### src/rtl/core/xcfr_pkg.sv
package xcfr_pkg;

  localparam int MAX_PAYLOAD_DEF = 64;
  localparam int QUEUE_DEPTH     = 2;

  localparam int CFG_W     = 16;
  localparam int CFG_IDX_W = 2;

  localparam logic [7:0]  START_RESET  = 8'hAA;
  localparam logic [15:0] HDR_TO_RESET = 16'd800;
  localparam logic [15:0] BODY_TO_RESET = 16'd200;

  // configuration register indexes
  localparam logic [CFG_IDX_W-1:0] CFG_START   = 2'd0;
  localparam logic [CFG_IDX_W-1:0] CFG_HDR_TO  = 2'd1;
  localparam logic [CFG_IDX_W-1:0] CFG_BODY_TO = 2'd2;

  // result status codes
  localparam logic [2:0] ST_OK        = 3'd0;
  localparam logic [2:0] ST_BAD_START = 3'd1;
  localparam logic [2:0] ST_TOO_LONG  = 3'd2;
  localparam logic [2:0] ST_BAD_SUM   = 3'd3;
  localparam logic [2:0] ST_TIMEOUT   = 3'd4;

  // input command codes
  localparam logic CMD_BYTE = 1'b0;
  localparam logic CMD_TICK = 1'b1;

  // one finished frame, handed from the parser to the drain side
  typedef struct packed {
    logic [2:0] status;
    logic [7:0] code;
    logic [7:0] length;
  } job_t;

  // payload store write port
  typedef struct packed {
    logic       en;
    logic [7:0] addr;
    logic [7:0] data;
  } mem_wr_t;

endpackage

### src/rtl/core/xcfr_queue.sv
module xcfr_queue import xcfr_pkg::*; #(
  parameter int DEPTH = QUEUE_DEPTH
) (
  input  logic clk,
  input  logic rst_n,
  input  logic push,
  input  job_t push_job,
  output logic full,
  input  logic pop,
  output job_t pop_job,
  output logic empty
);

  localparam int PW = (DEPTH > 1) ? $clog2(DEPTH) : 1;
  localparam int CW = $clog2(DEPTH + 1);

  job_t          slot_r [DEPTH];
  logic [PW-1:0] wptr_r, wptr_nxt;
  logic [PW-1:0] rptr_r, rptr_nxt;
  logic [CW-1:0] count_r, count_nxt;

  assign full    = (count_r == CW'(DEPTH));
  assign empty   = (count_r == '0);
  assign pop_job = slot_r[rptr_r];

  always_comb begin
    wptr_nxt  = wptr_r;
    rptr_nxt  = rptr_r;
    count_nxt = count_r;
    if (push) begin
      wptr_nxt = (wptr_r == PW'(DEPTH - 1)) ? '0 : wptr_r + PW'(1);
    end
    if (pop) begin
      rptr_nxt = (rptr_r == PW'(DEPTH - 1)) ? '0 : rptr_r + PW'(1);
    end
    if (push && !pop) begin
      count_nxt = count_r + CW'(1);
    end else if (pop && !push) begin
      count_nxt = count_r - CW'(1);
    end
  end

  always_ff @(posedge clk) begin
    if (!rst_n) begin
      wptr_r  <= '0;
      rptr_r  <= '0;
      count_r <= '0;
    end else begin
      wptr_r  <= wptr_nxt;
      rptr_r  <= rptr_nxt;
      count_r <= count_nxt;
    end
  end

  always_ff @(posedge clk) begin
    if (push) begin
      slot_r[wptr_r] <= push_job;
    end
  end

endmodule

### src/rtl/core/xcfr_front.sv
module xcfr_front import xcfr_pkg::*; #(
  parameter int MAX_PAYLOAD = MAX_PAYLOAD_DEF
) (
  input  logic                 clk,
  input  logic                 rst_n,
  input  logic                 cfg_we,
  input  logic [CFG_IDX_W-1:0] cfg_index,
  input  logic [CFG_W-1:0]     cfg_wdata,
  input  logic                 in_valid,
  output logic                 in_stall,
  input  logic                 in_command,
  input  logic [7:0]           in_rx_byte,
  input  logic                 q_full,
  output logic                 q_push,
  output job_t                 q_job,
  input  logic                 drain_done,
  output mem_wr_t              mem_wr
);

  localparam int LEN_W = $clog2(MAX_PAYLOAD + 1);

  localparam logic [1:0] PH_HEADER = 2'd0;
  localparam logic [1:0] PH_BODY   = 2'd1;
  localparam logic [1:0] PH_CHECK  = 2'd2;

  logic [7:0]  start_r;
  logic [15:0] hdr_to_r;
  logic [15:0] body_to_r;

  logic [1:0]       phase_r, phase_nxt;
  logic [1:0]       hcnt_r, hcnt_nxt;
  logic [7:0]       first_r, first_nxt;
  logic [7:0]       code_r, code_nxt;
  logic [LEN_W-1:0] len_r, len_nxt;
  logic [LEN_W-1:0] bcnt_r, bcnt_nxt;
  logic [7:0]       xor_r, xor_nxt;
  logic [15:0]      tick_r, tick_nxt;
  logic             busy_r, busy_nxt;

  logic             in_acc;
  logic [16:0]      tick_inc;
  logic [15:0]      limit;
  logic [LEN_W-1:0] bcnt_inc;
  logic             restart;

  // payload store is shared: hold off new payload until the drain has read it out
  assign in_stall = q_full || ((phase_r == PH_BODY) && busy_r);
  assign in_acc   = in_valid && !in_stall;
  assign tick_inc = {1'b0, tick_r} + 17'd1;
  assign limit    = (phase_r == PH_HEADER) ? hdr_to_r : body_to_r;
  assign bcnt_inc = bcnt_r + LEN_W'(1);

  always_ff @(posedge clk) begin
    if (!rst_n) begin
      start_r   <= START_RESET;
      hdr_to_r  <= HDR_TO_RESET;
      body_to_r <= BODY_TO_RESET;
    end else if (cfg_we) begin
      unique case (cfg_index)
        CFG_START:   start_r   <= cfg_wdata[7:0];
        CFG_HDR_TO:  hdr_to_r  <= cfg_wdata;
        CFG_BODY_TO: body_to_r <= cfg_wdata;
        default: ;
      endcase
    end
  end

  always_comb begin
    phase_nxt = phase_r;
    hcnt_nxt  = hcnt_r;
    first_nxt = first_r;
    code_nxt  = code_r;
    len_nxt   = len_r;
    bcnt_nxt  = bcnt_r;
    xor_nxt   = xor_r;
    tick_nxt  = tick_r;
    busy_nxt  = busy_r;
    restart   = 1'b0;
    q_push    = 1'b0;
    q_job     = '{status: ST_OK, code: code_r, length: 8'(len_r)};
    mem_wr    = '{en: 1'b0, addr: 8'(bcnt_r), data: in_rx_byte};

    if (drain_done) begin
      busy_nxt = 1'b0;
    end

    if (in_acc) begin
      if (in_command == CMD_TICK) begin
        if (tick_inc < {1'b0, limit}) begin
          tick_nxt = tick_inc[15:0];
        end else if (phase_r == PH_HEADER && hcnt_r == 2'd0) begin
          restart = 1'b1;
        end else begin
          q_push       = 1'b1;
          q_job.status = ST_TIMEOUT;
          restart      = 1'b1;
        end
      end else begin
        unique case (phase_r)
          PH_HEADER: begin
            if (hcnt_r == 2'd0) begin
              first_nxt = in_rx_byte;
              hcnt_nxt  = 2'd1;
            end else if (hcnt_r == 2'd1) begin
              code_nxt = in_rx_byte;
              hcnt_nxt = 2'd2;
            end else begin
              hcnt_nxt = 2'd3;
              if (first_r != start_r) begin
                q_push       = 1'b1;
                q_job.status = ST_BAD_START;
                q_job.length = in_rx_byte;
                restart      = 1'b1;
              end else if (in_rx_byte > 8'(MAX_PAYLOAD)) begin
                q_push       = 1'b1;
                q_job.status = ST_TOO_LONG;
                q_job.length = in_rx_byte;
                restart      = 1'b1;
              end else begin
                len_nxt   = in_rx_byte[LEN_W-1:0];
                xor_nxt   = code_r ^ in_rx_byte;
                bcnt_nxt  = '0;
                tick_nxt  = '0;
                phase_nxt = (in_rx_byte == 8'd0) ? PH_CHECK : PH_BODY;
              end
            end
          end
          PH_BODY: begin
            mem_wr.en = 1'b1;
            xor_nxt   = xor_r ^ in_rx_byte;
            bcnt_nxt  = bcnt_inc;
            if (bcnt_inc >= len_r) begin
              phase_nxt = PH_CHECK;
              tick_nxt  = '0;
            end
          end
          PH_CHECK: begin
            q_push  = 1'b1;
            restart = 1'b1;
            if (in_rx_byte != xor_r) begin
              q_job.status = ST_BAD_SUM;
            end else if (len_r != '0) begin
              busy_nxt = 1'b1;
            end
          end
          default: begin
            restart = 1'b1;
          end
        endcase
      end
    end

    if (restart) begin
      phase_nxt = PH_HEADER;
      hcnt_nxt  = '0;
      first_nxt = '0;
      code_nxt  = '0;
      len_nxt   = '0;
      bcnt_nxt  = '0;
      xor_nxt   = '0;
      tick_nxt  = '0;
    end
  end

  always_ff @(posedge clk) begin
    if (!rst_n) begin
      phase_r <= PH_HEADER;
      hcnt_r  <= '0;
      first_r <= '0;
      code_r  <= '0;
      len_r   <= '0;
      bcnt_r  <= '0;
      xor_r   <= '0;
      tick_r  <= '0;
      busy_r  <= 1'b0;
    end else begin
      phase_r <= phase_nxt;
      hcnt_r  <= hcnt_nxt;
      first_r <= first_nxt;
      code_r  <= code_nxt;
      len_r   <= len_nxt;
      bcnt_r  <= bcnt_nxt;
      xor_r   <= xor_nxt;
      tick_r  <= tick_nxt;
      busy_r  <= busy_nxt;
    end
  end

endmodule

### src/rtl/core/xcfr_back.sv
module xcfr_back import xcfr_pkg::*; #(
  parameter int MAX_PAYLOAD = MAX_PAYLOAD_DEF
) (
  input  logic       clk,
  input  logic       rst_n,
  input  mem_wr_t    mem_wr,
  input  logic       q_empty,
  input  job_t       q_job,
  output logic       q_pop,
  output logic       drain_done,
  output logic       out_valid,
  input  logic       out_stall,
  output logic [2:0] out_status,
  output logic [7:0] out_frame_code,
  output logic [6:0] out_frame_length,
  output logic       out_has_payload,
  output logic [7:0] out_payload_byte,
  output logic       out_last
);

  localparam int AW = (MAX_PAYLOAD > 1) ? $clog2(MAX_PAYLOAD) : 1;

  localparam logic S_IDLE = 1'b0;
  localparam logic S_READ = 1'b1;

  logic [7:0] mem [MAX_PAYLOAD];
  logic [7:0] rdata_r;

  logic       state_r, state_nxt;
  logic [7:0] idx_r, idx_nxt;
  logic [7:0] code_r, code_nxt;
  logic [7:0] len_r, len_nxt;

  logic       ovalid_r, ovalid_nxt;
  logic [2:0] ostatus_r, ostatus_nxt;
  logic [7:0] ocode_r, ocode_nxt;
  logic [6:0] olen_r, olen_nxt;
  logic       ohas_r, ohas_nxt;
  logic [7:0] obyte_r, obyte_nxt;
  logic       olast_r, olast_nxt;

  logic       out_free;
  logic       job_payload;
  logic       beat_last;
  logic       rd_en;
  logic [7:0] rd_addr;
  logic [7:0] idx_inc;

  function automatic logic [6:0] sat_len(input logic [7:0] len);
    return (len > 8'd127) ? 7'd127 : len[6:0];
  endfunction

  assign out_free    = !ovalid_r || !out_stall;
  assign job_payload = (q_job.status == ST_OK) && (q_job.length != 8'd0);
  assign idx_inc     = idx_r + 8'd1;
  assign beat_last   = (idx_inc == len_r);

  always_comb begin
    state_nxt   = state_r;
    idx_nxt     = idx_r;
    code_nxt    = code_r;
    len_nxt     = len_r;
    ovalid_nxt  = ovalid_r && out_stall;
    ostatus_nxt = ostatus_r;
    ocode_nxt   = ocode_r;
    olen_nxt    = olen_r;
    ohas_nxt    = ohas_r;
    obyte_nxt   = obyte_r;
    olast_nxt   = olast_r;
    q_pop       = 1'b0;
    drain_done  = 1'b0;
    rd_en       = 1'b0;
    rd_addr     = idx_inc;

    unique case (state_r)
      S_IDLE: begin
        if (!q_empty && out_free) begin
          q_pop = 1'b1;
          if (job_payload) begin
            code_nxt  = q_job.code;
            len_nxt   = q_job.length;
            idx_nxt   = '0;
            rd_en     = 1'b1;
            rd_addr   = '0;
            state_nxt = S_READ;
          end else begin
            ovalid_nxt  = 1'b1;
            ostatus_nxt = q_job.status;
            ocode_nxt   = q_job.code;
            olen_nxt    = sat_len(q_job.length);
            ohas_nxt    = 1'b0;
            obyte_nxt   = '0;
            olast_nxt   = 1'b1;
          end
        end
      end
      S_READ: begin
        // read data for idx_r is valid and held until the beat is loaded
        if (out_free) begin
          ovalid_nxt  = 1'b1;
          ostatus_nxt = ST_OK;
          ocode_nxt   = code_r;
          olen_nxt    = sat_len(len_r);
          ohas_nxt    = 1'b1;
          obyte_nxt   = rdata_r;
          olast_nxt   = beat_last;
          if (beat_last) begin
            drain_done = 1'b1;
            state_nxt  = S_IDLE;
          end else begin
            idx_nxt = idx_inc;
            rd_en   = 1'b1;
          end
        end
      end
      default: state_nxt = S_IDLE;
    endcase
  end

  always_ff @(posedge clk) begin
    if (mem_wr.en) begin
      mem[mem_wr.addr[AW-1:0]] <= mem_wr.data;
    end
    if (rd_en) begin
      rdata_r <= mem[rd_addr[AW-1:0]];
    end
  end

  always_ff @(posedge clk) begin
    if (!rst_n) begin
      state_r  <= S_IDLE;
      ovalid_r <= 1'b0;
    end else begin
      state_r  <= state_nxt;
      ovalid_r <= ovalid_nxt;
    end
  end

  always_ff @(posedge clk) begin
    idx_r     <= idx_nxt;
    code_r    <= code_nxt;
    len_r     <= len_nxt;
    ostatus_r <= ostatus_nxt;
    ocode_r   <= ocode_nxt;
    olen_r    <= olen_nxt;
    ohas_r    <= ohas_nxt;
    obyte_r   <= obyte_nxt;
    olast_r   <= olast_nxt;
  end

  assign out_valid        = ovalid_r;
  assign out_status       = ostatus_r;
  assign out_frame_code   = ocode_r;
  assign out_frame_length = olen_r;
  assign out_has_payload  = ohas_r;
  assign out_payload_byte = obyte_r;
  assign out_last         = olast_r;

endmodule

### src/rtl/core/xor_checked_frame_receiver_core.sv
// Frame receiver: start byte, code, length, payload, XOR checksum.
// Input beats carry either a received serial byte (command 0) or a one
// millisecond tick (command 1). Each beat is taken while in_stall is low; a parser
// classifies it and writes payload bytes into a local store.
// A finished frame goes through a two-entry queue to the drain side, which
// emits one result beat per payload byte (last marked), one beat for an
// empty good frame, or one status beat for a rejected or timed-out frame.
// A status beat passes the queue and output register; the first payload beat
// also the store read register, then one beat per cycle while not stalled.
// The payload store has one write and one read port, so once a frame with
// payload is queued, the next frame's payload phase (bytes and ticks) is
// held off (in_stall) until that payload has been read out; header,
// checksum and header-window tick beats keep flowing unless the queue is full.
// When the receiver asserts out_stall the current beat holds; the queue
// then fills and in_stall rises.
// Configuration (start byte, header timeout, body timeout) is written via
// cfg_we/cfg_index/cfg_wdata; the user must do so only while idle, which
// the block does not enforce. Synchronous reset restores register defaults
// and empties parser, queue and output; the payload store is not cleared.
module xor_checked_frame_receiver_core import xcfr_pkg::*; #(
  parameter int MAX_PAYLOAD = MAX_PAYLOAD_DEF
) (
  input  logic                 clk,
  input  logic                 rst_n,
  input  logic                 cfg_we,
  input  logic [CFG_IDX_W-1:0] cfg_index,
  input  logic [CFG_W-1:0]     cfg_wdata,
  input  logic                 in_valid,
  output logic                 in_stall,
  input  logic                 in_command,
  input  logic [7:0]           in_rx_byte,
  output logic                 out_valid,
  input  logic                 out_stall,
  output logic [2:0]           out_status,
  output logic [7:0]           out_frame_code,
  output logic [6:0]           out_frame_length,
  output logic                 out_has_payload,
  output logic [7:0]           out_payload_byte,
  output logic                 out_last
);

  logic    q_push, q_pop, q_full, q_empty, drain_done;
  job_t    push_job, pop_job;
  mem_wr_t mem_wr;

  xcfr_front #(.MAX_PAYLOAD(MAX_PAYLOAD)) u_front (
    .clk        (clk),
    .rst_n      (rst_n),
    .cfg_we     (cfg_we),
    .cfg_index  (cfg_index),
    .cfg_wdata  (cfg_wdata),
    .in_valid   (in_valid),
    .in_stall   (in_stall),
    .in_command (in_command),
    .in_rx_byte (in_rx_byte),
    .q_full     (q_full),
    .q_push     (q_push),
    .q_job      (push_job),
    .drain_done (drain_done),
    .mem_wr     (mem_wr)
  );

  xcfr_queue #(.DEPTH(QUEUE_DEPTH)) u_queue (
    .clk      (clk),
    .rst_n    (rst_n),
    .push     (q_push),
    .push_job (push_job),
    .full     (q_full),
    .pop      (q_pop),
    .pop_job  (pop_job),
    .empty    (q_empty)
  );

  xcfr_back #(.MAX_PAYLOAD(MAX_PAYLOAD)) u_back (
    .clk              (clk),
    .rst_n            (rst_n),
    .mem_wr           (mem_wr),
    .q_empty          (q_empty),
    .q_job            (pop_job),
    .q_pop            (q_pop),
    .drain_done       (drain_done),
    .out_valid        (out_valid),
    .out_stall        (out_stall),
    .out_status       (out_status),
    .out_frame_code   (out_frame_code),
    .out_frame_length (out_frame_length),
    .out_has_payload  (out_has_payload),
    .out_payload_byte (out_payload_byte),
    .out_last         (out_last)
  );

endmodule

### config.mk
export PLATFORM = sky130hd
export DESIGN_NAME = xor_checked_frame_receiver_core
export DESIGN_NICKNAME = d
export VERILOG_FILES = /design/src/rtl/core/xcfr_pkg.sv /design/src/rtl/core/xcfr_queue.sv /design/src/rtl/core/xcfr_front.sv /design/src/rtl/core/xcfr_back.sv /design/src/rtl/core/xor_checked_frame_receiver_core.sv
export SDC_FILE = /design/constraint.sdc
export NUM_CORES = 1
export LEC_CHECK = 0
export BUFFER_PORTS_ARGS = -buffer_cell sky130_fd_sc_hd__buf_4
export CAP_MARGIN = 10
export CORE_ASPECT_RATIO = 0.9
export CORE_MARGIN = 2
export CORE_UTILIZATION = 45
export CTS_CLUSTER_DIAMETER = 120
export CTS_CLUSTER_SIZE = 40
export DETAILED_ROUTE_END_ITERATION = 8
export PLACE_DENSITY = 0.67
export SYNTH_ARGS = -nofsm -noshare
export SYNTH_HDL_FRONTEND = slang
export SYNTH_SLANG_ARGS = --single-unit
### constraint.sdc
create_clock -name clk -period 5 [get_ports clk]
set_clock_uncertainty 0.2 [all_clocks]
set_input_delay 0.5 -clock clk [delete_from_list [all_inputs] [get_ports clk]]
set_output_delay 0.5 -clock clk [all_outputs]
set_load 0.1 [all_outputs]
======== Yosys cells after proc, flatten, opt, wreduce, memory -nomap -nowiden ========
Memories as Yosys holds them, arrays and structs flattened. A register that Yosys moved wholly into a read port is not among the register bits.
Cells that the tools add are included.
storage, ports and cells
  bits in writable memories ............... 550
  ROM bits ................................ 0
  input port bits ......................... 32
  latch bits .............................. 0
  register bits after elaboration ......... 157
  memories ................................ 2
  word-level logic and storage cells ...... 242
memories
  memory          depth  bits a word  rd ports  clocked after memory_dff  wr ports  line              RTL
  u_back.mem      64     8            1         1                         1         xcfr_back.sv:26   logic [7:0] mem [MAX_PAYLOAD];
  u_queue.slot_r  2      19           1         1                         1         xcfr_queue.sv:17  job_t slot_r [DEPTH];
operators by class
  eq/ne operators ......................... 25
  divide/modulo/power cells ............... 0
  multiplexer cells ....................... 127
  reduce and logical (&&, ||, !) cells .... 41
  add/sub/neg operators ................... 7
  bitwise logic cells ..................... 9
  multipliers ............................. 0
  $lt $le $gt $ge ......................... 5
  shift operators ......................... 0
operators by type and width
  operator                                                        count
  2-to-1 mux 8 bit                                                21
  2-to-1 mux 16 bit                                               8
  case mux 8 bit (2 select lines)                                 4
  2-to-1 mux 7 bit                                                9
  2-to-1 mux 1 bit                                                48
  case mux 16 bit (2 select lines)                                1
  2-to-1 mux 3 bit                                                10
  case mux 7 bit (2 select lines)                                 2
  greater-than comparator 8 x 7 -> 1 bit (second input constant)  3
  2-to-1 mux 2 bit                                                11
  2-to-1 mux 6 bit                                                3
  adder 16 x 1 -> 17 bit (second input constant)                  1
  < comparator 17 x 16 -> 1 bit                                   1
  != test 2 bit (second input constant)                           8
  != test 8 bit                                                   2
  AND reduction 8 bit                                             2
  XOR 8 bit                                                       2
  != test 3 bit (second input constant)                           5
  case mux 1 bit (2 select lines)                                 7
  AND reduction 7 bit                                             2
  case mux 3 bit (2 select lines)                                 2
  AND reduction 3 bit                                             3
  adder 8 x 1 -> 8 bit (second input constant)                    1
  == test 8 bit                                                   1
  other kinds (24)                                                57

======== Logic depth before layout (Yosys ltp) ========
Gate-level depths: netlist of run 1.
  word-level depth ........................ 12
  mapped depth ............................ 19
  gate-level depth less buffers ........... 19

======== Hierarchy ========
A second synthesis of run 1 with hierarchy kept.
second synthesis, totals
  cell total of the unflattened synthesis .. 2,197
  area, all modules ....................... 30,528.0 um^2
modules (own cells, without submodules)
  module      instances  sequential area each (um^2)  area each (um^2)  cells an instance
  xcfr_back   1          17,216.5                     23,067.1          1,408
  xcfr_front  1          1,981.9                      5,870.6           708
  xcfr_queue  1          1,241.2                      1,590.3           81

======== Worst setup path after synthesis of run 1 ========
OpenSTA, ideal clock, no wires.
  path kind ............................... register to register
  from .................................... reg u_front.phase_r[1]
  to ...................................... mem u_queue.slot_r[1][0] (netlist bit) (enable)
  path slack .............................. 0.192 ns
  period minus slack after synthesis ...... 4.808 ns
  buffers on the path ..................... 3
  library setup time ...................... 0.397 ns
  cell stages (with the launch flop) ...... 15
  data arrival time ....................... 4.211 ns
  cells stage by stage .................... dfxtp_1 clkbuf_1 clkbuf_1 nor2_1 clkbuf_1 mux2i_1 ha_1 a21o_1 a21o_1 a21oi_1 a211o_1 o211ai_1 nand2_1 o32a_1 nor2b_1
between the ends
  longest elaborated chain between the ends .. 8
  elaborated cells between the ends (all ways) .. 17
ends and longest elaborated chain
  element                                                           line                                RTL
  start, declared                                                   xcfr_front.sv:30                    logic [1:0] phase_r, phase_nxt;
  start signal, assigned                                            xcfr_front.sv:177                   phase_r <= phase_nxt;
  zero test 2 bit / == test 2 x 1 -> 1 bit (equally long branches)  n/a
  2-to-1 mux 16 bit, or another cell as far along                   xcfr_front.sv:50                    assign limit = (phase_r == PH_HEADER) ? hdr_to_r : body_to_r;
  < comparator 17 x 16 -> 1 bit, or another cell as far along       xcfr_front.sv:89                    if (tick_inc < {1'b0, limit}) begin
  2-to-1 mux 1 bit / zero test 1 bit (equally long branches)        xcfr_front.sv:89, xcfr_front.sv:48
  2-to-1 mux 1 bit / logical AND 1 bit (equally long branches)      xcfr_front.sv:88, xcfr_front.sv:48
  2-to-1 mux 1 bit *                                                xcfr_front.sv:87                    if (in_acc) begin
  2-to-1 mux 1 bit *                                                xcfr_queue.sv:56                    if (push) begin
  2-to-1 mux 1 bit (implied by the code) *                          xcfr_queue.sv:57                    slot_r[wptr_r] <= push_job;
  end, declared                                                     xcfr_queue.sv:17
Every way passes the cells marked *; elsewhere a longest branch is shown, timed or not.

======== Worst setup path in the final report of run 1 ========
  from .................................... reg u_front.tick_r[0]
  to ...................................... reg u_queue.count_r[1]
between the ends
  longest elaborated chain between the ends .. 8
  elaborated cells between the ends (all ways) .. 10
ends and longest elaborated chain
  element                              line                                   RTL
  start, declared                      xcfr_front.sv:37                       logic [15:0] tick_r, tick_nxt;
  start signal, assigned               xcfr_front.sv:184                      tick_r <= tick_nxt;
  adder 16 x 1 -> 17 bit *             xcfr_front.sv:49                       assign tick_inc = {1'b0, tick_r} + 17'd1;
  < comparator 17 x 16 -> 1 bit *      xcfr_front.sv:89
  2-to-1 mux 1 bit *                   xcfr_front.sv:89
  2-to-1 mux 1 bit *                   xcfr_front.sv:88                       if (in_command == CMD_TICK) begin
  2-to-1 mux 1 bit *                   xcfr_front.sv:87
  named net q_push                     xor_checked_frame_receiver_core.sv:42  logic q_push, q_pop, q_full, q_empty, drain_done;
  zero test 1 bit                      xcfr_queue.sv:38                       end else if (pop && !push) begin
  logical AND 1 bit                    xcfr_queue.sv:38
  nonzero test 2 bit (no source line)  n/a
  end signal, assigned                 xcfr_queue.sv:51                       count_r <= count_nxt;
  end, declared                        xcfr_queue.sv:20                       logic [CW-1:0] count_r, count_nxt;
The timed path passes the listed nets; every way through them passes the cells marked *.
A chain may end at the register's enable or synchronous reset.

==> results.md, run 1 <==
- The number of buffers inserted during clock tree synthesis is 21.
- For the final routed database, the setup TNS stands at 0 ns.
- Measured against its own limit, the worst slew margin works out to 0.224.
- For this run, asynchronously set or reset flops after synthesis account for 0.
- For this configuration, the core starts out at a cell density of 0.454.
- The number of maximum-capacitance violations is 0.
- The synthesized netlist occupies a cell area of roughly 0.030 mm².
- The capturing element type of the critical path is a flop.
- The number of optimization iterations in the first detailed-route pass is 6.
- In the post-route analysis, the smallest setup slack over all paths is 0.467 ns.
- The fraction of power spent switching nets is 0.301.
- The root buffer cell chosen for the clock tree is sky130_fd_sc_hd__clkbuf_16.
- Of the post-synthesis cell area, the dominant cell type holds 0.605.
- The final hold violation count is 0.
- The class of the worst hold path is input pin to flop.
- The post-DP HPWL is 53000 µm.
- From synthesis to final layout, the design area changed by 8.29%.
- The post-synthesis register bit count is 716.
- The antenna diode instance count is 0.
- The Yosys step of the flow raised 0 warnings.
- The detailed router finished its first iteration with about 2500 violations.
- The count of filler cells inserted in the layout is roughly 5700.
- The vertical extent of the die is 250 µm.
- TritonCTS built the clock tree.
- The clock latency reported for the late side of the worst-skew pair is 0.62 ns.
- The instance area after placement is 0.0320 mm².
- After detailed routing, the number of vias per cell comes to 6.16.
- The share of total power dissipated in sequential elements is 0.579.
- The commonest cells after synthesis are sky130_fd_sc_hd__edfxtp_1 (610), sky130_fd_sc_hd__nand2_1 (273), sky130_fd_sc_hd__nor2_1 (198).
- Dividing the final minimum period by the clock period gives 0.907.
- The instance count of the mapped netlist is 2317.
- The share of total power dissipated in combinational logic is 0.207.
- At the end of routability-driven placement, the weighted congestion stood at 0.929.
- Entering global routing, the biggest net connects 114 pins.
- Along the worst path, the maximum fanout reaches 6.
- The type of the worst setup path is flop to flop.
- Clock-pin slew was measured on the worst setup and hold paths at roughly 0.14 ns.
- At the pin with the least slew margin, the transition time is 1.16 ns.
- The highest clock rate is approximately 0.22 GHz.
- The cell repeated most along the worst path is sky130_fd_sc_hd__ha_1.
- Traced cell by cell, the critical path runs through ha_1, nand3_1, or2_2, nor2_1, and3_1, xor2_1, ha_1, a21o_1, a21oi_1, nor2_1, a2111oi_1, o211ai_1, nand2_1, o32a_1, inv_1, ha_1, or3_1, a21boi_0.
- Data on the critical path is required at its endpoint by 5.34 ns.
- Dividing total power by cell area gives a power density of ~360 mW/mm².
- In the post-synthesis netlist, the biggest area contributors are sky130_fd_sc_hd__edfxtp_1 (60%), sky130_fd_sc_hd__dfxtp_1 (7.0%), sky130_fd_sc_hd__nand2_1 (3.4%).
- The switching power is 3.51 mW.
- The time the final worst path needs with I/O delays and setup is 4.53 ns.
- between 60 and 70 I/O pins were placed.
- The routed layout has 19970 vias.
- The fraction of final layout cells with drive strength greater than 1 is 0.105.
- Averaged over all synthesized cells, the footprint is ~13 µm².
- Row generation in the floorplan step produced 90 rows.
- The share of the Yosys chip area taken by registers is 0.675.
- The cell type with the largest total area after synthesis is sky130_fd_sc_hd__edfxtp_1.
- The max-slew violation total from the final report is 0.
- The delay of the slowest cell on the worst path is 0.40 ns.
- The count of H-tree levels built during CTS is 1.
- The synthesized design contains 610 enable-type register cells.
- The library cell contributing the largest single delay on the critical path is sky130_fd_sc_hd__dfxtp_2.
- The netlist uses slightly below 90 different library cells.
- The first global-routing pass estimated 121000 µm of wire.
- The via count of the first global-routing pass is 19316.
- Prior to clock tree synthesis, the placed netlist has a worst setup slack of roughly 0.31 ns.
- Of the total power, the clock network draws 0.215.
- Setup slack on the worst reg-to-reg path comes out at 0.47 ns.
- In the final routed layout, each cell accounts on average for 24.9 µm.
- The number of nets in the layout is 2421.
- The flow ran to the end, and the final reports show no timing, DRC or antenna violations.
- The global-route usage over all layers is 0.228.
- At the worst endpoint, the arrival time is 4.87 ns.
- Setup repair after global routing left no endpoint under its margin.
- The total DRC errors in the routed layout is 0.
- For this design, the sink count on the clock tree is 716.
- The count of nets left with antenna violations once routing finished came out at 0.
- In this run the horizontal extent of the chip is 277 µm.
- The main flop type after synthesis is sky130_fd_sc_hd__edfxtp_1.
- STA classifies the critical path startpoint as a flop.
- For this design the static power due to leakage is 10.8 nW.
- The worst-case vdd ir drop is 0.353 mV.
- The initial antenna violation count is 1.
- When the netlist entered floorplanning its net count stood at 2375.
- Measured on the finished design, the core utilization comes to 0.491.
- The placeable core region is 0.0668 mm².
- The final instance area is 0.0328 mm².
- The most frequent cell after synthesis is sky130_fd_sc_hd__edfxtp_1.
- The number of buffers added on ports is 61.
- The internal power of the cells totals 8.15 mW.
- The final count of negative-setup-slack endpoints is 0.
- No sink is reached through more buffers than the 3 on the longest clock path.
- The routed design has 80800 µm of wire.
- The overall overflow remaining after global route is 0.
- The die covers 0.0694 mm².
stage by stage:
stage	std cells	power (mW)	hold slack, ns
3_5_place_dp	3197	9.25	0.258
2_1_floorplan	2317	8.45	0.239
6_report	3243	11.7	0.0317
3_3_place_gp	3196	9.21	0.250
4_1_cts	3242	11.7	0.0173
5_1_grt	3243	12.0	0.0323
area by class of cell:
type                       instances  area [µm²]  share of cell area
multi-input combinational       1440        9270               0.283
timing repair buffer             164        1330              0.0407
clock inverter                     1        8.76            0.000267
sequential                       716       20400               0.623
tap                              874        1090              0.0333
clock buffer                      28         573              0.0175
inverter                          20        77.6             0.00237
per-layer routing:
layer  wire, µm  part of all wire  up-vias  track usage
met5          0                 0        -            0
met4       2660             0.033        0       0.0651
met3       6850             0.085      133       0.0413
met2      37300              0.46      923        0.363
met1      34000              0.42    10050        0.321
li1           -                 -     8864            -
critical path: cells and delay by family (launching register included):
kind            cells  cell delay [ns]
fa+ha+maj           3             0.81
buf+inv             1             0.07
flops               1             0.40
xor+xnor            1             0.16
simple gates        7             1.56
compound gates      6             1.26
cells in the final DEF, fill, tap and decap left out, drive strengths merged, types with 9 or more instances in the layout:
cell type    netlist  final
clkbuf           107     28
a22oi              9      9
mux4              11     11
nor2b             24     24
a32oi             14     14
nand3b            10     10
mux2              34     34
o32a               9      9
a211oi            31     31
a21oi             82     82
a21boi            31     31
inv               19     20
xor2              26     26
o211ai            42     42
edfxtp           610    610
buf               35    148
ha                26     26
nor2             200    200
a22o              13     13
and2              17     17
dlygate4sd3        0     16
nand2            274    274
or4               10     10
nor4              21     21
o21ai             84     84
mux2i             95     95
or3               30     30
o221ai            11     11
nor3              35     35
o2111ai           10     10
a31oi             29     29
and3              19     19
dfxtp            106    106
o31ai             10     11
nand4             14     14
nand3             61     61
xnor2             29     29
power by group through the flow:
stage | clock, mW | sequential (mW) | combinational, mW
after floorplan | 0 | 7.49 | 0.961
after global placement | 0 | 6.88 | 2.33
after detailed placement | 0 | 6.88 | 2.37
after CTS | 2.53 | 6.75 | 2.39
after global routing | 2.71 | 6.76 | 2.52
final | 2.51 | 6.75 | 2.41
registers in the layout (all words and copies together), names as in the netlist, 3 cells and up, named ones only:
register and count:
u_back.out_status 3, u_back.code_r 8, u_back.idx_r 8, u_back.rdata_r 8, u_front.len_r 7, u_front.first_r 8
u_back.out_frame_length 7, u_front.hdr_to_r 16, u_back.mem 512, u_front.code_r 8, u_front.start_r 8, u_front.body_to_r 16
u_queue.slot_r 38, u_back.out_frame_code 8, u_front.bcnt_r 7, u_front.xor_r 8, u_front.tick_r 16, u_back.len_r 8
u_back.out_payload_byte 8
cells by family after synthesis:
family	after synthesis	synth area share
DFF	716	0.675
adders and majority gates	26	0.0107
AOI/OAI and AO/OA	475	0.111
xor gates and xnor gates	55	0.0159
and+or+nand+nor	743	0.114
buffers and inverters	162	0.0211
muxes	140	0.0522
timing repair:
item / in CTS / in global routing
buffers inserted: 0 / 0
hold buffers: 16 / 0
gates resized for setup: 0 / 2
endpoints found under the setup margin: 0 / 36
hold endpoints to repair: 40 / 0
worst paths after layout:
path / from / to / depth (start not counted)
worst max-delay path: u_front.tick_r[0] / u_queue.count_r[1] / 18
worst min-delay path: out_stall / u_back.out_valid / 3
worst max register to register: u_front.tick_r[0] / u_queue.count_r[1] / 18
worst min register to register: u_front.body_to_r[14] / u_front.body_to_r[14] / 2
Note: power is estimated with default switching activity, not from simulation.
==> inputs of run 2 (changes only) <==
--- a/config.mk
+++ b/config.mk
@@ -7,7 +7,6 @@
 export LEC_CHECK = 0
 export BUFFER_PORTS_ARGS = -buffer_cell sky130_fd_sc_hd__buf_4
 export CAP_MARGIN = 10
-export CORE_ASPECT_RATIO = 0.9
 export CORE_MARGIN = 2
 export CORE_UTILIZATION = 45
 export CTS_CLUSTER_DIAMETER = 120
==> run 2 against run 1 <==
Compared with the run above: maximum frequency is 0.57% lower; critical endpoint unchanged; highest routed layer unchanged; sequential power hardly changed; largest cell class unchanged; critical path depth stayed put.
==> results.md, run 2 (same netlist as run 1, synthesis figures left out) <==
- The arrival time reported for the critical path endpoint is 4.90 ns (was 4.87 ns).
- The startpoint of the worst hold path is in_rx_byte[2] (was out_stall).
- The number of nets in the layout is 2410 (was 2421).
- The global-route wire length before repair is 119000 µm (was 121000 µm).
- The number of instances on the worst hold path came to 1 (was 3).
- The post-DP HPWL is 51700 µm (was 53000 µm).
- The launching point of the worst reg2reg path is u_front.tick_r[0] (unchanged).
- The nature of the critical path startpoint is a flop (unchanged).
- The count of H-tree levels built during CTS came to 1 (unchanged).
- The number of buffers on the longest clock path came to 3 (unchanged).
- The core utilization of the finished layout is 0.490 (was 0.491).
- The worst-case vdd ir drop is 0.288 mV (was 0.353 mV).
- Highest-count cells in the layout ignoring fill and taps: sky130_fd_sc_hd__edfxtp_1 (610), sky130_fd_sc_hd__nand2_1 (273), sky130_fd_sc_hd__nor2_1 (195) (was sky130_fd_sc_hd__edfxtp_1 (610), sky130_fd_sc_hd__nand2_1 (273), sky130_fd_sc_hd__nor2_1 (196)).
- The number of optimization iterations in the first detailed-route pass is 6 (unchanged).
- The via count of the first global-routing pass is 19061 (was 19316).
- The power density over cell area is 359 mW/mm² (was 356 mW/mm²).
- Outcome: finished, final reports clean (unchanged).
- The leakage power total is 10.7 nW (was 10.8 nW).
- The vertical extent of the die was 263 µm (was 250 µm).
- The cell at the root of the clock tree is sky130_fd_sc_hd__clkbuf_16 (unchanged).
- The clock latency reported for the late side of the worst-skew pair was 0.61 ns (was 0.62 ns).
- The worst hold endpoint was u_back.mem[6][2] (was u_back.out_valid).
- The global-route usage over all layers came to 0.223 (was 0.228).
- The number of buffers inserted during clock tree synthesis is 22 (was 21).
- The maximum number of pins on one net before global-route repair came to 114 (unchanged).
- The clock input transition at the sequential cells of the worst setup and hold paths is 0.16 ns (was 0.14 ns).
- The starting DRC count in detailed routing is 2179 (was 2521).
- The I/O pin count is 62 (unchanged).
- The cell row count is 95 (was 90).
- The via density per instance is 6.07 (was 6.16).
- The initial antenna violation count was 2 (was 1).
- The flip-flop count of the largest register, all copies and words added was 512 (unchanged).
- The highest clock rate was 0.219 GHz (was 0.221 GHz).
- The final weighted congestion of routability-driven global placement is 0.909 (was 0.929).
- The worst-case register-to-register setup slack came to 0.44 ns (was 0.47 ns).
- The area of the die is 0.0694 mm² (about the same).
- The headroom to the max-slew limit is 0.258 (was 0.224).
- The time the final worst path needs with I/O delays and setup was 4.56 ns (was 4.53 ns).
- The number of buffers added on ports was 61 (unchanged).
- The number of maximum-capacitance violations is 0 (unchanged).
- The initial cell density of the core is 0.453 (was 0.454).
- The CTS sink count came to 716 (unchanged).
- The TritonCTS clock tree is done (unchanged).
- The via count came to 19689 (was 19970).
- The final count of negative-setup-slack endpoints came to 0 (unchanged).
- The layout-stage area growth over the synthesis result came to 8.30% (was 8.29%).
- The final period utilization came to 0.912 (was 0.907).
- The fraction of final layout cells with drive strength greater than 1 is 0.101 (was 0.105).
- The transition time of the tightest slew-check pin came to 1.10 ns (was 1.16 ns).
- The sum of routed wire length over all layers was 79500 µm (was 80800 µm).
- The max-slew violation total from the final report is 0 (unchanged).
- The required time at the worst-slack endpoint is 5.34 ns (about the same).
- The total DRC errors in the routed layout came to 0 (unchanged).
- The overall overflow remaining after global route is 0 (unchanged).
- The total setup buffers inserted after CTS came to 0 (unchanged).
- The worst-case reg-to-reg path depth is 18 (unchanged).
- The type of the worst setup path is flop to flop (unchanged).
- The most common cell after layout, fill and taps aside is sky130_fd_sc_hd__edfxtp_1 (unchanged).
- The placeable core region is 0.0669 mm² (was 0.0668 mm²).
- The antenna diode instance count was 0 (unchanged).
- The final hold violation count is 0 (unchanged).
- The largest fanout of any net on the critical path was 6 (unchanged).
- The endpoint of the worst-slack reg-to-reg timing path is u_queue.count_r[1] (unchanged).
- The capturing element type of the critical path is a flop (unchanged).
- The class of the worst hold path is input pin to flop (unchanged).
- Unrepaired setup endpoints after global routing: no (unchanged).
- The final-layout setup total negative slack is 0 ns (unchanged).
- The remaining number of nets flagged by the antenna check after routing is 0 (unchanged).
- The horizontal die dimension is 263 µm (was 277 µm).
- The per-cell routed wire length was 24.5 µm (was 24.9 µm).
==> run 2: cell count changes in the layout (fill, tap and decap cells not counted), sizes merged <==
cell,previous run,this run
buf,148,137
clkbuf,28,38
clkinv,1,4
inv,20,18
o31ai,11,10
==> run 2: cell type report <==
cell class                 instances  area, µm²
clock buffer                      38        632
clock inverter                     2       50.0
fill                            5758      34100
inverter                          20       77.6
multi-input combinational       1439       9260
sequential                       716      20400
tap                              873       1090
timing repair buffer             153       1250
==> run 2: where the power goes <==
part | switching [mW] | internal (mW) | total, mW
registers | 0.0862 | 6.67 | 6.76
logic | 1.73 | 0.642 | 2.37
clock network | 1.74 | 0.905 | 2.65
total | 3.56 | 8.22 | 11.8
==> run 2: worst max-delay path by stage <==
stage | start | slack [ns] | endpoint
CTS | u_front.tick_r[0] | 0.38 | u_queue.count_r[1]
detailed placement | u_front.tick_r[0] | 0.43 | u_queue.count_r[1]
global placement | u_front.tick_r[0] | 0.46 | u_queue.count_r[1]
finish | u_front.tick_r[0] | 0.44 | u_queue.count_r[1]
global route | u_front.tick_r[2] | 0.02 | u_queue.count_r[1]
floorplan | u_front.phase_r[1] | 0.19 | u_queue.slot_r[1][0]
==> run 2: what timing repair did <==
action	CTS	global route
gates resized for setup	0	1
hold endpoints to repair	39	0
hold buffers	16	0
setup endpoints to repair	0	1
==> run 2: critical path, cell delays in order, from the launching register on <==
cell and delay, ns:
sky130_fd_sc_hd__dfxtp_1 0.43, sky130_fd_sc_hd__ha_1 0.23, sky130_fd_sc_hd__nand3_1 0.19, sky130_fd_sc_hd__or2_2 0.39, sky130_fd_sc_hd__nor2_2 0.17, sky130_fd_sc_hd__and3_1 0.23
sky130_fd_sc_hd__xor2_1 0.16, sky130_fd_sc_hd__ha_1 0.26, sky130_fd_sc_hd__a21o_1 0.17, sky130_fd_sc_hd__a21oi_1 0.14, sky130_fd_sc_hd__nor2_1 0.06, sky130_fd_sc_hd__a2111oi_0 0.35
sky130_fd_sc_hd__o211ai_1 0.21, sky130_fd_sc_hd__nand2_1 0.14, sky130_fd_sc_hd__o32a_1 0.24, sky130_fd_sc_hd__inv_1 0.07, sky130_fd_sc_hd__ha_1 0.34, sky130_fd_sc_hd__or3_1 0.35
sky130_fd_sc_hd__a21boi_0 0.17
==> run 2: layer usage <==
metal  wire [µm]  vias to the layer above  track usage
met5           0                        -            0
met4        2540                        0       0.0644
met3        6670                      132       0.0336
met2       37800                      902        0.367
met1       32500                     9816        0.306
li1            -                     8839            -
==> run 2: stage by stage <==
| step | worst slack (ns) | power (mW) | area (µm²) | instances | hold WS [ns] |
|---|---|---|---|---|---|
| 3_5_place_dp | 0.434 | 9.24 | 32000 | 3185 | 0.256 |
| 3_3_place_gp | 0.461 | 9.21 | 32000 | 3185 | 0.251 |
| 4_1_cts | 0.381 | 11.8 | 32800 | 3241 | 0.00933 |
| 6_report | 0.441 | 11.8 | 32800 | 3241 | 0.0130 |
| 5_1_grt | 0.0192 | 12.1 | 32800 | 3241 | 0.00560 |
| 2_1_floorplan | 0.192 | 8.45 | 30300 | 2317 | 0.239 |
